[config.mk]
export PLATFORM = sky130hd
export DESIGN_NAME = point_in_polygon_test_core
export DESIGN_NICKNAME = d
export VERILOG_FILES = /design/src/rtl/pip_pkg.sv /design/src/rtl/pip_ctrl.sv /design/src/rtl/pip_dp.sv /design/src/rtl/point_in_polygon_test_core.sv
export SDC_FILE = /design/constraint.sdc
export NUM_CORES = 2
export LEC_CHECK = 0
export BUFFER_PORTS_ARGS = -buffer_cell sky130_fd_sc_hd__buf_2
export CAP_MARGIN = 30
export CORE_MARGIN = 5
export CORE_UTILIZATION = 40
export DETAILED_ROUTE_END_ITERATION = 12
export GPL_ROUTABILITY_DRIVEN = 0
export PLACE_DENSITY_LB_ADDON = 0.3
export SETUP_SLACK_MARGIN = 0.5
export SLEW_MARGIN = 20
export SYNTH_ARGS = -nofsm -noshare
export SYNTH_HDL_FRONTEND = slang
export SYNTH_SLANG_ARGS = --single-unit
[constraint.sdc]
create_clock -name clk_i -period 8.59 [get_ports clk_i]
set_clock_uncertainty 0.1 [all_clocks]
set_input_delay 2.1475 -clock clk_i [delete_from_list [all_inputs] [get_ports clk_i]]
set_output_delay 2.1475 -clock clk_i [all_outputs]
set_load 0.02 [all_outputs]
[src/rtl/pip_pkg.sv]
// Shared constants, codes and control structs for the point-in-polygon test core.
// No dependencies; imported by pip_ctrl, pip_dp and point_in_polygon_test_core.
`timescale 1ns / 1ps
`default_nettype none

package pip_pkg;

  localparam int unsigned MAX_VERTS_DEF  = 64;
  localparam int unsigned COORD_BITS_DEF = 16;

  localparam int unsigned OP_W     = 2;
  localparam int unsigned STATUS_W = 2;
  localparam int unsigned COUNT_W  = 7;

  localparam logic [OP_W-1:0] OP_APPEND = 2'd0;
  localparam logic [OP_W-1:0] OP_CLEAR  = 2'd1;
  localparam logic [OP_W-1:0] OP_QUERY  = 2'd2;

  localparam logic [STATUS_W-1:0] STAT_STORED   = 2'd0;
  localparam logic [STATUS_W-1:0] STAT_DROPPED  = 2'd1;
  localparam logic [STATUS_W-1:0] STAT_CLEARED  = 2'd2;
  localparam logic [STATUS_W-1:0] STAT_ANSWERED = 2'd3;

  // controller -> datapath
  typedef struct packed {
    logic latch;     // capture input transaction
    logic append;    // store vertex
    logic clear;     // drop all vertices
    logic query;     // start a query
    logic rd_prime;  // read last vertex as edge start
    logic rd_edge;   // read next vertex, close one edge
    logic out_load;  // load result register
  } cmd_t;

  // datapath -> controller
  typedef struct packed {
    logic [OP_W-1:0] op;
    logic            empty;
    logic            last;
    logic            busy;
  } sts_t;

endpackage

`default_nettype wire

[src/rtl/pip_ctrl.sv]
// Sequencer for the point-in-polygon test core: decode, vertex scan, result hand-off.
// Depends on pip_pkg (cmd_t, sts_t, opcodes).
`timescale 1ns / 1ps
`default_nettype none

module pip_ctrl (
  input  logic           clk_i,
  input  logic           rst_ni,
  input  logic           in_valid_i,
  output logic           in_stall_o,
  output logic           out_valid_o,
  input  logic           out_stall_i,
  output pip_pkg::cmd_t  cmd_o,
  input  pip_pkg::sts_t  sts_i
);
  import pip_pkg::*;

  typedef enum logic [2:0] {
    ST_IDLE,
    ST_DECODE,
    ST_PRIME,
    ST_SCAN,
    ST_DRAIN,
    ST_RESP
  } state_e;

  state_e state_q, state_d;
  logic   out_valid_q, out_valid_d;
  logic   out_free;

  assign out_free = !out_valid_q || !out_stall_i;

  always_comb begin
    state_d = state_q;
    cmd_o   = '0;
    case (state_q)
      ST_IDLE: begin
        if (in_valid_i) begin
          cmd_o.latch = 1'b1;
          state_d     = ST_DECODE;
        end
      end
      ST_DECODE: begin
        case (sts_i.op)
          OP_APPEND: begin
            cmd_o.append = 1'b1;
            state_d      = ST_RESP;
          end
          OP_CLEAR: begin
            cmd_o.clear = 1'b1;
            state_d     = ST_RESP;
          end
          default: begin
            cmd_o.query = 1'b1;
            state_d     = sts_i.empty ? ST_RESP : ST_PRIME;
          end
        endcase
      end
      ST_PRIME: begin
        cmd_o.rd_prime = 1'b1;
        state_d        = ST_SCAN;
      end
      ST_SCAN: begin
        cmd_o.rd_edge = 1'b1;
        if (sts_i.last) begin
          state_d = ST_DRAIN;
        end
      end
      ST_DRAIN: begin
        if (!sts_i.busy) begin
          state_d = ST_RESP;
        end
      end
      ST_RESP: begin
        if (out_free) begin
          cmd_o.out_load = 1'b1;
          state_d        = ST_IDLE;
        end
      end
      default: begin
        state_d = ST_IDLE;
      end
    endcase
  end

  assign out_valid_d = cmd_o.out_load ? 1'b1 : (out_valid_q && out_stall_i);

  always_ff @(posedge clk_i or negedge rst_ni) begin
    if (!rst_ni) begin
      state_q     <= ST_IDLE;
      out_valid_q <= 1'b0;
    end else begin
      state_q     <= state_d;
      out_valid_q <= out_valid_d;
    end
  end

  assign in_stall_o  = (state_q != ST_IDLE);
  assign out_valid_o = out_valid_q;

  a_load_free: assert property (@(posedge clk_i) disable iff (!rst_ni)
    cmd_o.out_load |-> (!out_valid_q || !out_stall_i))
    else $error("result loaded over an unaccepted transaction");

  a_scan_nonempty: assert property (@(posedge clk_i) disable iff (!rst_ni)
    (state_q == ST_SCAN) |-> !sts_i.empty)
    else $error("vertex scan on empty polygon");

  a_idle_quiet: assert property (@(posedge clk_i) disable iff (!rst_ni)
    (state_q == ST_IDLE) |-> !sts_i.busy)
    else $error("edge pipeline active while idle");

endmodule

`default_nettype wire

[src/rtl/pip_dp.sv]
// Datapath: vertex store, edge pipeline (differences, cross products, parity) and
// result register. Depends on pip_pkg; driven by pip_ctrl through cmd_t / sts_t.
`timescale 1ns / 1ps
`default_nettype none

module pip_dp #(
  parameter int unsigned MAX_VERTS  = pip_pkg::MAX_VERTS_DEF,
  parameter int unsigned COORD_BITS = pip_pkg::COORD_BITS_DEF
) (
  input  logic                              clk_i,
  input  logic                              rst_ni,
  input  logic [pip_pkg::OP_W-1:0]          op_i,
  input  logic signed [COORD_BITS-1:0]      coord_x_i,
  input  logic signed [COORD_BITS-1:0]      coord_y_i,
  input  pip_pkg::cmd_t                     cmd_i,
  output pip_pkg::sts_t                     sts_o,
  output logic [pip_pkg::STATUS_W-1:0]      status_o,
  output logic                              inside_res_o,
  output logic                              on_boundary_o,
  output logic [pip_pkg::COUNT_W-1:0]       count_now_o
);
  import pip_pkg::*;

  localparam int unsigned CW = $clog2(MAX_VERTS + 1);
  localparam int unsigned AW = $clog2(MAX_VERTS);
  localparam int unsigned DW = COORD_BITS + 1;
  localparam int unsigned PW = 2 * DW;

  function automatic logic signed [DW-1:0] sx(input logic signed [COORD_BITS-1:0] v);
    return {v[COORD_BITS-1], v};
  endfunction

  logic [OP_W-1:0]              op_q;
  logic signed [COORD_BITS-1:0] qx_q, qy_q;
  logic [CW-1:0]                cnt_q;
  logic [AW-1:0]                addr_q;
  logic [CW-1:0]                cnt_m1;
  logic [AW-1:0]                last_addr, rd_addr;
  logic                         full;

  logic signed [COORD_BITS-1:0] mem_x [MAX_VERTS];
  logic signed [COORD_BITS-1:0] mem_y [MAX_VERTS];

  logic                         rd_en;
  logic signed [COORD_BITS-1:0] rdx_q, rdy_q, px_q, py_q;
  logic                         v1_q, prime1_q;

  logic                         v2_q, cross2_q, box2_q, dypos2_q;
  logic signed [DW-1:0]         dxq_q, dyb_q, dxb_q, dyq_q;
  logic                         cross_d, box_d, dypos_d;

  logic                         v3_q, cross3_q, box3_q, dypos3_q;
  logic signed [PW-1:0]         p1_q, p2_q;
  logic [PW:0]                  diff_d;
  logic                         neg, nz, toggle;

  logic                         par_q, onb_q;
  logic [STATUS_W-1:0]          res_status_q;

  assign cnt_m1    = cnt_q - CW'(1);
  assign last_addr = cnt_m1[AW-1:0];
  assign full      = (cnt_q == CW'(MAX_VERTS));
  assign rd_en     = cmd_i.rd_prime || cmd_i.rd_edge;
  assign rd_addr   = cmd_i.rd_prime ? last_addr : addr_q;

  // input capture
  always_ff @(posedge clk_i) begin
    if (cmd_i.latch) begin
      op_q <= op_i;
      qx_q <= coord_x_i;
      qy_q <= coord_y_i;
    end
  end

  always_ff @(posedge clk_i or negedge rst_ni) begin
    if (!rst_ni) begin
      cnt_q  <= '0;
      addr_q <= '0;
    end else begin
      if (cmd_i.clear) begin
        cnt_q <= '0;
      end else if (cmd_i.append && !full) begin
        cnt_q <= cnt_q + CW'(1);
      end
      if (cmd_i.rd_prime) begin
        addr_q <= '0;
      end else if (cmd_i.rd_edge) begin
        addr_q <= addr_q + AW'(1);
      end
    end
  end

  always_ff @(posedge clk_i) begin
    if (cmd_i.append && !full) begin
      mem_x[cnt_q[AW-1:0]] <= qx_q;
      mem_y[cnt_q[AW-1:0]] <= qy_q;
    end
  end

  always_ff @(posedge clk_i) begin
    if (rd_en) begin
      rdx_q <= mem_x[rd_addr];
      rdy_q <= mem_y[rd_addr];
    end
  end

  // edge stage: a = current vertex, b = previous vertex
  assign cross_d = ((rdy_q <= qy_q) && (qy_q < py_q)) || ((py_q <= qy_q) && (qy_q < rdy_q));
  assign box_d   = (((rdx_q <= qx_q) && (qx_q <= px_q)) || ((px_q <= qx_q) && (qx_q <= rdx_q)))
                && (((rdy_q <= qy_q) && (qy_q <= py_q)) || ((py_q <= qy_q) && (qy_q <= rdy_q)));
  assign dypos_d = (py_q > rdy_q);

  always_ff @(posedge clk_i) begin
    if (v1_q) begin
      px_q <= rdx_q;
      py_q <= rdy_q;
    end
    if (v1_q && !prime1_q) begin
      dxq_q    <= sx(qx_q) - sx(rdx_q);
      dyb_q    <= sx(py_q) - sx(rdy_q);
      dxb_q    <= sx(px_q) - sx(rdx_q);
      dyq_q    <= sx(qy_q) - sx(rdy_q);
      cross2_q <= cross_d;
      box2_q   <= box_d;
      dypos2_q <= dypos_d;
    end
    if (v2_q) begin
      p1_q     <= dxq_q * dyb_q;
      p2_q     <= dxb_q * dyq_q;
      cross3_q <= cross2_q;
      box3_q   <= box2_q;
      dypos3_q <= dypos2_q;
    end
  end

  // sign of (x-ax)*dy - (bx-ax)*(y-ay); zero means collinear
  assign diff_d = {p1_q[PW-1], p1_q} - {p2_q[PW-1], p2_q};
  assign neg    = diff_d[PW];
  assign nz     = |diff_d;
  assign toggle = cross3_q && (dypos3_q ? neg : (nz && !neg));

  always_ff @(posedge clk_i or negedge rst_ni) begin
    if (!rst_ni) begin
      v1_q     <= 1'b0;
      prime1_q <= 1'b0;
      v2_q     <= 1'b0;
      v3_q     <= 1'b0;
      par_q    <= 1'b0;
      onb_q    <= 1'b0;
    end else begin
      v1_q     <= rd_en;
      prime1_q <= cmd_i.rd_prime;
      v2_q     <= v1_q && !prime1_q;
      v3_q     <= v2_q;
      if (cmd_i.latch) begin
        par_q <= 1'b0;
        onb_q <= 1'b0;
      end else if (v3_q) begin
        par_q <= par_q ^ toggle;
        onb_q <= onb_q | (box3_q && !nz);
      end
    end
  end

  always_ff @(posedge clk_i) begin
    if (cmd_i.append) begin
      res_status_q <= full ? STAT_DROPPED : STAT_STORED;
    end else if (cmd_i.clear) begin
      res_status_q <= STAT_CLEARED;
    end else if (cmd_i.query) begin
      res_status_q <= STAT_ANSWERED;
    end
    if (cmd_i.out_load) begin
      status_o      <= res_status_q;
      inside_res_o  <= par_q && !onb_q;
      on_boundary_o <= onb_q;
      count_now_o   <= COUNT_W'(cnt_q);
    end
  end

  assign sts_o.op    = op_q;
  assign sts_o.empty = (cnt_q == '0);
  assign sts_o.last  = (addr_q == last_addr);
  assign sts_o.busy  = v1_q || v2_q || v3_q;

  a_cnt_bound: assert property (@(posedge clk_i) disable iff (!rst_ni)
    cnt_q <= CW'(MAX_VERTS))
    else $error("vertex count beyond table depth");

  a_full_drop: assert property (@(posedge clk_i) disable iff (!rst_ni)
    (cmd_i.append && full) |=> $stable(cnt_q))
    else $error("append to full table changed the count");

  a_edge_addr: assert property (@(posedge clk_i) disable iff (!rst_ni)
    cmd_i.rd_edge |-> (CW'(addr_q) < cnt_q))
    else $error("edge read past stored vertices");

endmodule

`default_nettype wire

[src/rtl/point_in_polygon_test_core.sv]
// Top level of the point-in-polygon test core (crossing-number rule, exact integers).
// Depends on pip_pkg, pip_ctrl and pip_dp.
//
//  channel | valid       | stall       | fields
//  --------+-------------+-------------+----------------------------------------------
//  in      | in_valid_i  | in_stall_o  | op_i, coord_x_i, coord_y_i
//  out     | out_valid_o | out_stall_i | status_o, inside_res_o, on_boundary_o,
//          |             |             | count_now_o
//
// Append, clear and a query on an empty polygon pass from acceptance through decode
// straight to the result hand-off. A query over n > 0 held vertices reads the
// vertex store once per vertex plus once for the closing edge, followed by a
// three-stage edge pipeline drain.
// Reset clears the count and control only; no clearing pass over the store.
// The next transaction is taken while a result still waits on a stalled output.
`timescale 1ns / 1ps
`default_nettype none

module point_in_polygon_test_core #(
  parameter int unsigned MAX_VERTS  = pip_pkg::MAX_VERTS_DEF,
  parameter int unsigned COORD_BITS = pip_pkg::COORD_BITS_DEF
) (
  input  logic                          clk_i,
  input  logic                          rst_ni,
  input  logic                          in_valid_i,
  output logic                          in_stall_o,
  input  logic [pip_pkg::OP_W-1:0]      op_i,
  input  logic signed [COORD_BITS-1:0]  coord_x_i,
  input  logic signed [COORD_BITS-1:0]  coord_y_i,
  output logic                          out_valid_o,
  input  logic                          out_stall_i,
  output logic [pip_pkg::STATUS_W-1:0]  status_o,
  output logic                          inside_res_o,
  output logic                          on_boundary_o,
  output logic [pip_pkg::COUNT_W-1:0]   count_now_o
);
  import pip_pkg::*;

  cmd_t cmd;
  sts_t sts;

  pip_ctrl u_ctrl (
    .clk_i       (clk_i),
    .rst_ni      (rst_ni),
    .in_valid_i  (in_valid_i),
    .in_stall_o  (in_stall_o),
    .out_valid_o (out_valid_o),
    .out_stall_i (out_stall_i),
    .cmd_o       (cmd),
    .sts_i       (sts)
  );

  pip_dp #(
    .MAX_VERTS  (MAX_VERTS),
    .COORD_BITS (COORD_BITS)
  ) u_dp (
    .clk_i         (clk_i),
    .rst_ni        (rst_ni),
    .op_i          (op_i),
    .coord_x_i     (coord_x_i),
    .coord_y_i     (coord_y_i),
    .cmd_i         (cmd),
    .sts_o         (sts),
    .status_o      (status_o),
    .inside_res_o  (inside_res_o),
    .on_boundary_o (on_boundary_o),
    .count_now_o   (count_now_o)
  );

endmodule

`default_nettype wire
# After elaboration in Yosys (flattened, before gate mapping)
# Memories as Yosys holds them, arrays and structs flattened. A register that Yosys moved wholly into a read port is not among the register bits.
# Index checks and enable logic that the tools add are counted.
# W data, S select, Z words.
# classes
mul,2
add_sub_neg,8
reduce_logical,39
n_mux,34
n_bitwise,2
n_eq_ne,12
order_cmp,11
# op_table
cell,n
$le A16 B16 Y1,8
$mul A17 B17 Y34,2
$sub A16 B16 Y17,4
$reduce_or A35 Y1,1
$sub A34 B34 Y35,1
$lt A16 B16 Y1,2
$mux W3,7
$mux W1,18
$mux W6,3
$pmux W3 S6,1
$gt A16 B16 Y1,1
$logic_and A1 B1 Y1,14
$mux W7,2
$add A7 B1 Y7 const B,1
$eq A7 B7 Y1 const B,1
$logic_not A1 Y1,7
$logic_not A7 Y1,1
$logic_or A1 B1 Y1,7
$add A6 B1 Y6 const B,1
$eq A3 B2 Y1 const B,2
$eq A3 B3 Y1 const B,2
$eq A6 B6 Y1,1
$mux W2,3
$ne A2 B2 Y1 const B,3
12 further kinds,15
# totals
register_bits,244
word_cells,142
memories,2
in_bits,38
ramBits,2048
# memory_table
memory,words,width,rd,rd_ports_with_merged_regs,write_ports,line_no,source
u_dp.mem_x,64,16,1,1,1,pip_dp.sv:41,logic signed [COORD_BITS-1:0] mem_x [MAX_VERTS];
u_dp.mem_y,64,16,1,1,1,pip_dp.sv:42,logic signed [COORD_BITS-1:0] mem_y [MAX_VERTS];

# Logic depth before layout (Yosys ltp)
# logic_depth
word_depth,8
depth_mapped,27
depth_no_buf,26

# Cells and area by module
# From an unflattened synthesis, not the netlist that was laid out.
# hier_totals
cells_unflattened,7048
area_unflattened_um2,114871.4
# by_module_without_submodules
module,n_inst,cells_per_inst,seq_area_each_um2,area_per_inst_um2
pip_dp,1,7009,69571.7,114514.8
pip_ctrl,1,39,100.1,356.6

# Worst setup path before layout
# OpenSTA, ideal clock, no wires.
# synth_timing
path_kind,register to register
from,register u_dp.dxb_q[10]
to,register u_dp.p2_q[33] (data pin)
path_stages_with_launch,27
slack_ns,1.894
arrival_ns,6.336
path_buffers,1
path_cell_list,edfxtp_1 -> clkbuf_1 -> nand2_1 -> fa_1 -> fa_1 -> inv_1 -> fa_1 -> inv_1 -> fa_1 -> inv_1 -> fa_1 -> inv_1 -> fa_1 -> inv_1 -> ha_1 -> a21o_1 -> a21oi_1 -> nand2_1 -> a31o_2 -> a22oi_2 -> a211oi_1 -> o21ai_1 -> a21oi_1 -> or4_1 -> a31o_2 -> a21oi_1 -> xnor2_1
# synth_between
elab_chain_len,1
# synth_rtl
element,line_no,source
from (decl),pip_dp.sv:49,"logic signed [DW-1:0] dxq_q, dyb_q, dxb_q, dyq_q;"
from (signal assigned),pip_dp.sv:121,dxb_q <= sx(px_q) - sx(rdx_q);
$mul A17 B17 Y34,pip_dp.sv:129,p2_q <= dxb_q * dyq_q;
to (signal assigned),pip_dp.sv:129,
to (decl),pip_dp.sv:53,"logic signed [PW-1:0] p1_q, p2_q;"
# No other way between the ends.
# A chain may end at the register's enable or synchronous reset.

# Worst setup path after layout
# layout_timing
from,register u_dp.dyq_q[5]
to,register u_dp.p2_q[33] (data pin)
# layout_between
elab_chain_len,1
# layout_rtl
element,line_no,source
from (decl),pip_dp.sv:49,
from (signal assigned),pip_dp.sv:122,dyq_q <= sx(qy_q) - sx(rdy_q);
$mul A17 B17 Y34,pip_dp.sv:129,
# No other way between the ends.

==> impl_metrics.tcl <==
set metrics [dict create \
    rr_endpoint "u_dp.p2_q[33]" \
    synth.largest_area_cell "edfxtp_1" \
    r2r-start "u_dp.dyq_q[5]" \
    clockRootBuffer "clkbuf_16" \
    fin_ws_ns 1.18 \
    start_util_pct 40.2 \
    drv_slew 0 \
    hold_violations 0 \
    worstRegToRegCells 26 \
    grt_max_degree 159 \
    drive_gt1_share_pct 6.73 \
    netlist_top_cells_count "nand2_1, edfxtp_1, inv_1" \
    critPathLaunchType "flip-flop" \
    crit_arrival_ns 7.88 \
    synth_fp_nets 10700 \
    rsz0062_at_grt "false" \
    rrSetupSlack_ns 1.18 \
    placed_area_um2 123000 \
    cp_num_cells 26 \
    synth_most_common_cell "nand2_1" \
    yosysWarnings 0 \
    drt-initial-drc-count 7997 \
    die_h_um 551 \
    dp_slack_ns 1.26 \
    period_needed_ns 7.41 \
    slew-limit-headroom_pct 22.7 \
    yosys_register_bits 2324 \
    finalSetupViolCount 0 \
    critPathMaxStageDelay_ns 0.63 \
    critical_path_buf_inv_count 6 \
    critPathSlowestCell "edfxtp_1" \
    tns_ns 0 \
    grt_overflow 0 \
    path_delay_family "adder cells" \
    place_hpwl_um 197000 \
    dr.pass1.iters 10 \
    end_kind "flip-flop" \
    fin_crit_sh_pct 86.3 \
    ctsResizeCount 0 \
    track_usage_pct 21.3 \
    synthCells 9776 \
    ant_nets 0 \
    worstSetupPathType "reg -> reg" \
    io_pins 51 \
    nets 10700 \
    grt_pass1_vias 75500 \
    synth_edf_count 2301 \
    postCtsSetupBuffers 0 \
    holdPathStages 0 \
    fmax_mhz 135 \
    worstPathMaxFanout 17 \
    synth_top_cell_area_share_pct 59.0 \
    grt_pass1_wl_um 488000 \
    finalInstanceArea_um2 130000 \
    grt_antenna_before_repair 16 \
    dieWidth_um 551 \
    clk_pin_slew_worst_paths_ns 0.06 \
    netlist_area_um2 117000 \
    vias 76800 \
    holdBufCountCts 0 \
    drv_cap 0 \
    utilization_pct 44.6 \
    vias_per_cell 5.56 \
    avgSynthCellArea_um2 12.0 \
    clock_path_buffers 4 \
    holdPathEnd "u_dp.cross3_q" \
    die-area_um2 304000 \
    status "complete, no violations" \
    synthDistinctLibCells 81 \
    numClockSinks 2324 \
    core_area_um2 291000 \
    cts_made_buffers 238 \
    cts-htree-levels 4 \
    wire_per_inst_um 24.0 \
    port_buffers 50 \
    cts_tree "yes" \
    rows 198 \
    area_delta_synth_final_pct 10.9 \
    hp-class "reg -> reg" \
    synth_area_leaders "edfxtp_1, fa_1, nand2_1, ha_1, a311oi_1" \
    seq_area_frac_synth_pct 59.5 \
    worst_ep_required_time_ns 9.05 \
    synthFlopType "edfxtp_1" \
    min_from "u_dp.cross2_q" \
    insertion_delay_ns 0.96 \
    drt-total-wl_um 331000 \
    synthArstFlopShare_pct 0.990 \
    drc 0 \
    fillers 26400 \
    worst_pin_slew_ns 1.15 \
]
metrics by stage:
stage,hold WS [ns],std cells
6_report,0.323,13800
5_1_grt,0.326,13800
4_1_cts,0.326,13800
3_5_place_dp,0.312,13400
3_3_place_gp,0.317,13400
2_1_floorplan,0.300,9776
area by class of cell:
| type | instances | area (um^2) | share of cell area, % |
|---|---|---|---|
| clock inverters | 130 | 1030 | 0.790 |
| clock buffers | 300 | 6260 | 4.82 |
| multi-input cells | 6130 | 43100 | 33.2 |
| diodes | 5 | 12.5 | 0.00963 |
| inverters | 774 | 2910 | 2.24 |
| well taps | 3900 | 4880 | 3.76 |
| flip-flops and latches | 2324 | 69700 | 53.6 |
| repair buffers | 253 | 2090 | 1.61 |
state kept, by name, indices dropped and copies added, names as in the netlist, 17 cells and up:
register / flops
u_dp.mem_x: 1024
u_dp.mem_y: 1024
u_dp.p1_q: 34
u_dp.p2_q: 34
u_dp.dxb_q: 17
u_dp.dxq_q: 17
u_dp.dyb_q: 17
u_dp.dyq_q: 17
logic make-up after synthesis:
family                     synth area share, %
adders and majority gates                 13.4
muxes                                   0.0950
xor gates and xnor gates                 0.874
DFF                                       59.5
AOI/OAI and AO/OA                         7.00
buffers and inverters                     4.29
and+or+nand+nor                           14.8
worst register-to-register path, cell delays in order (launching register included):
cell and delay, ns:
edfxtp_1 0.63, and2_1 0.30, fa_1 0.55, inv_1 0.06, fa_1 0.48, inv_1 0.06
fa_1 0.50, inv_1 0.06, fa_1 0.54, inv_1 0.05, fa_1 0.47, inv_1 0.05
fa_1 0.48, inv_1 0.05, ha_1 0.33, a21o_1 0.21, a21oi_1 0.19, nand2_1 0.08
a31o_2 0.23, a22oi_2 0.22, a211oi_1 0.14, o21ai_1 0.26, a21oi_1 0.14, or4_1 0.46
a31o_2 0.25, a21oi_1 0.17, xnor2_1 0.08
metal layers:
layer  wire (um)  vias to the layer above  global-route usage (%)
met2      155000                     3105                    34.7
met1      134000                    38900                    28.0
met5          52                        -                       0
li1            -                    34200                       -
met3       25900                      596                    3.86
met4       15800                        8                    9.08
cells in the final DEF (no fill, tap or decap), types with 37 or more instances in the layout:
cell type / synthesis / layout
and3_1: 262 / 262
nand3_1: 550 / 550
nand2_1: 2430 / 2430
xor2_1: 37 / 37
a311oi_1: 384 / 384
clkbuf_16: 0 / 240
nor2_4: 0 / 64
inv_1: 774 / 773
a21oi_1: 226 / 223
clkbuf_1: 452 / 57
edfxtp_1: 2301 / 2301
buf_2: 50 / 63
a21o_1: 45 / 44
o21ai_0: 91 / 91
a31oi_1: 144 / 144
buf_4: 2 / 162
clkinv_1: 0 / 66
fa_1: 596 / 596
a211oi_1: 106 / 101
nor3_1: 38 / 38
nor2_1: 235 / 171
and2_1: 292 / 292
xnor2_1: 80 / 80
ha_1: 306 / 306
worst max-delay path by stage:
stage,slack [ns],end,startpoint
after floorplan,1.89,u_dp.p2_q[33],u_dp.dxb_q[10]
after global placement,1.09,u_dp.p2_q[33],u_dp.dxb_q[7]
after detailed placement,1.26,u_dp.p2_q[33],u_dp.dyq_q[5]
after CTS,1.22,u_dp.p2_q[33],u_dp.dyq_q[5]
after global routing,0.92,u_dp.p2_q[33],u_dp.dyq_q[2]
final,1.18,u_dp.p2_q[33],u_dp.dyq_q[5]
Power is left out: the tool's default activity adds up to more than one toggle a clock period on the data nets, which glitch-free logic cannot reach.
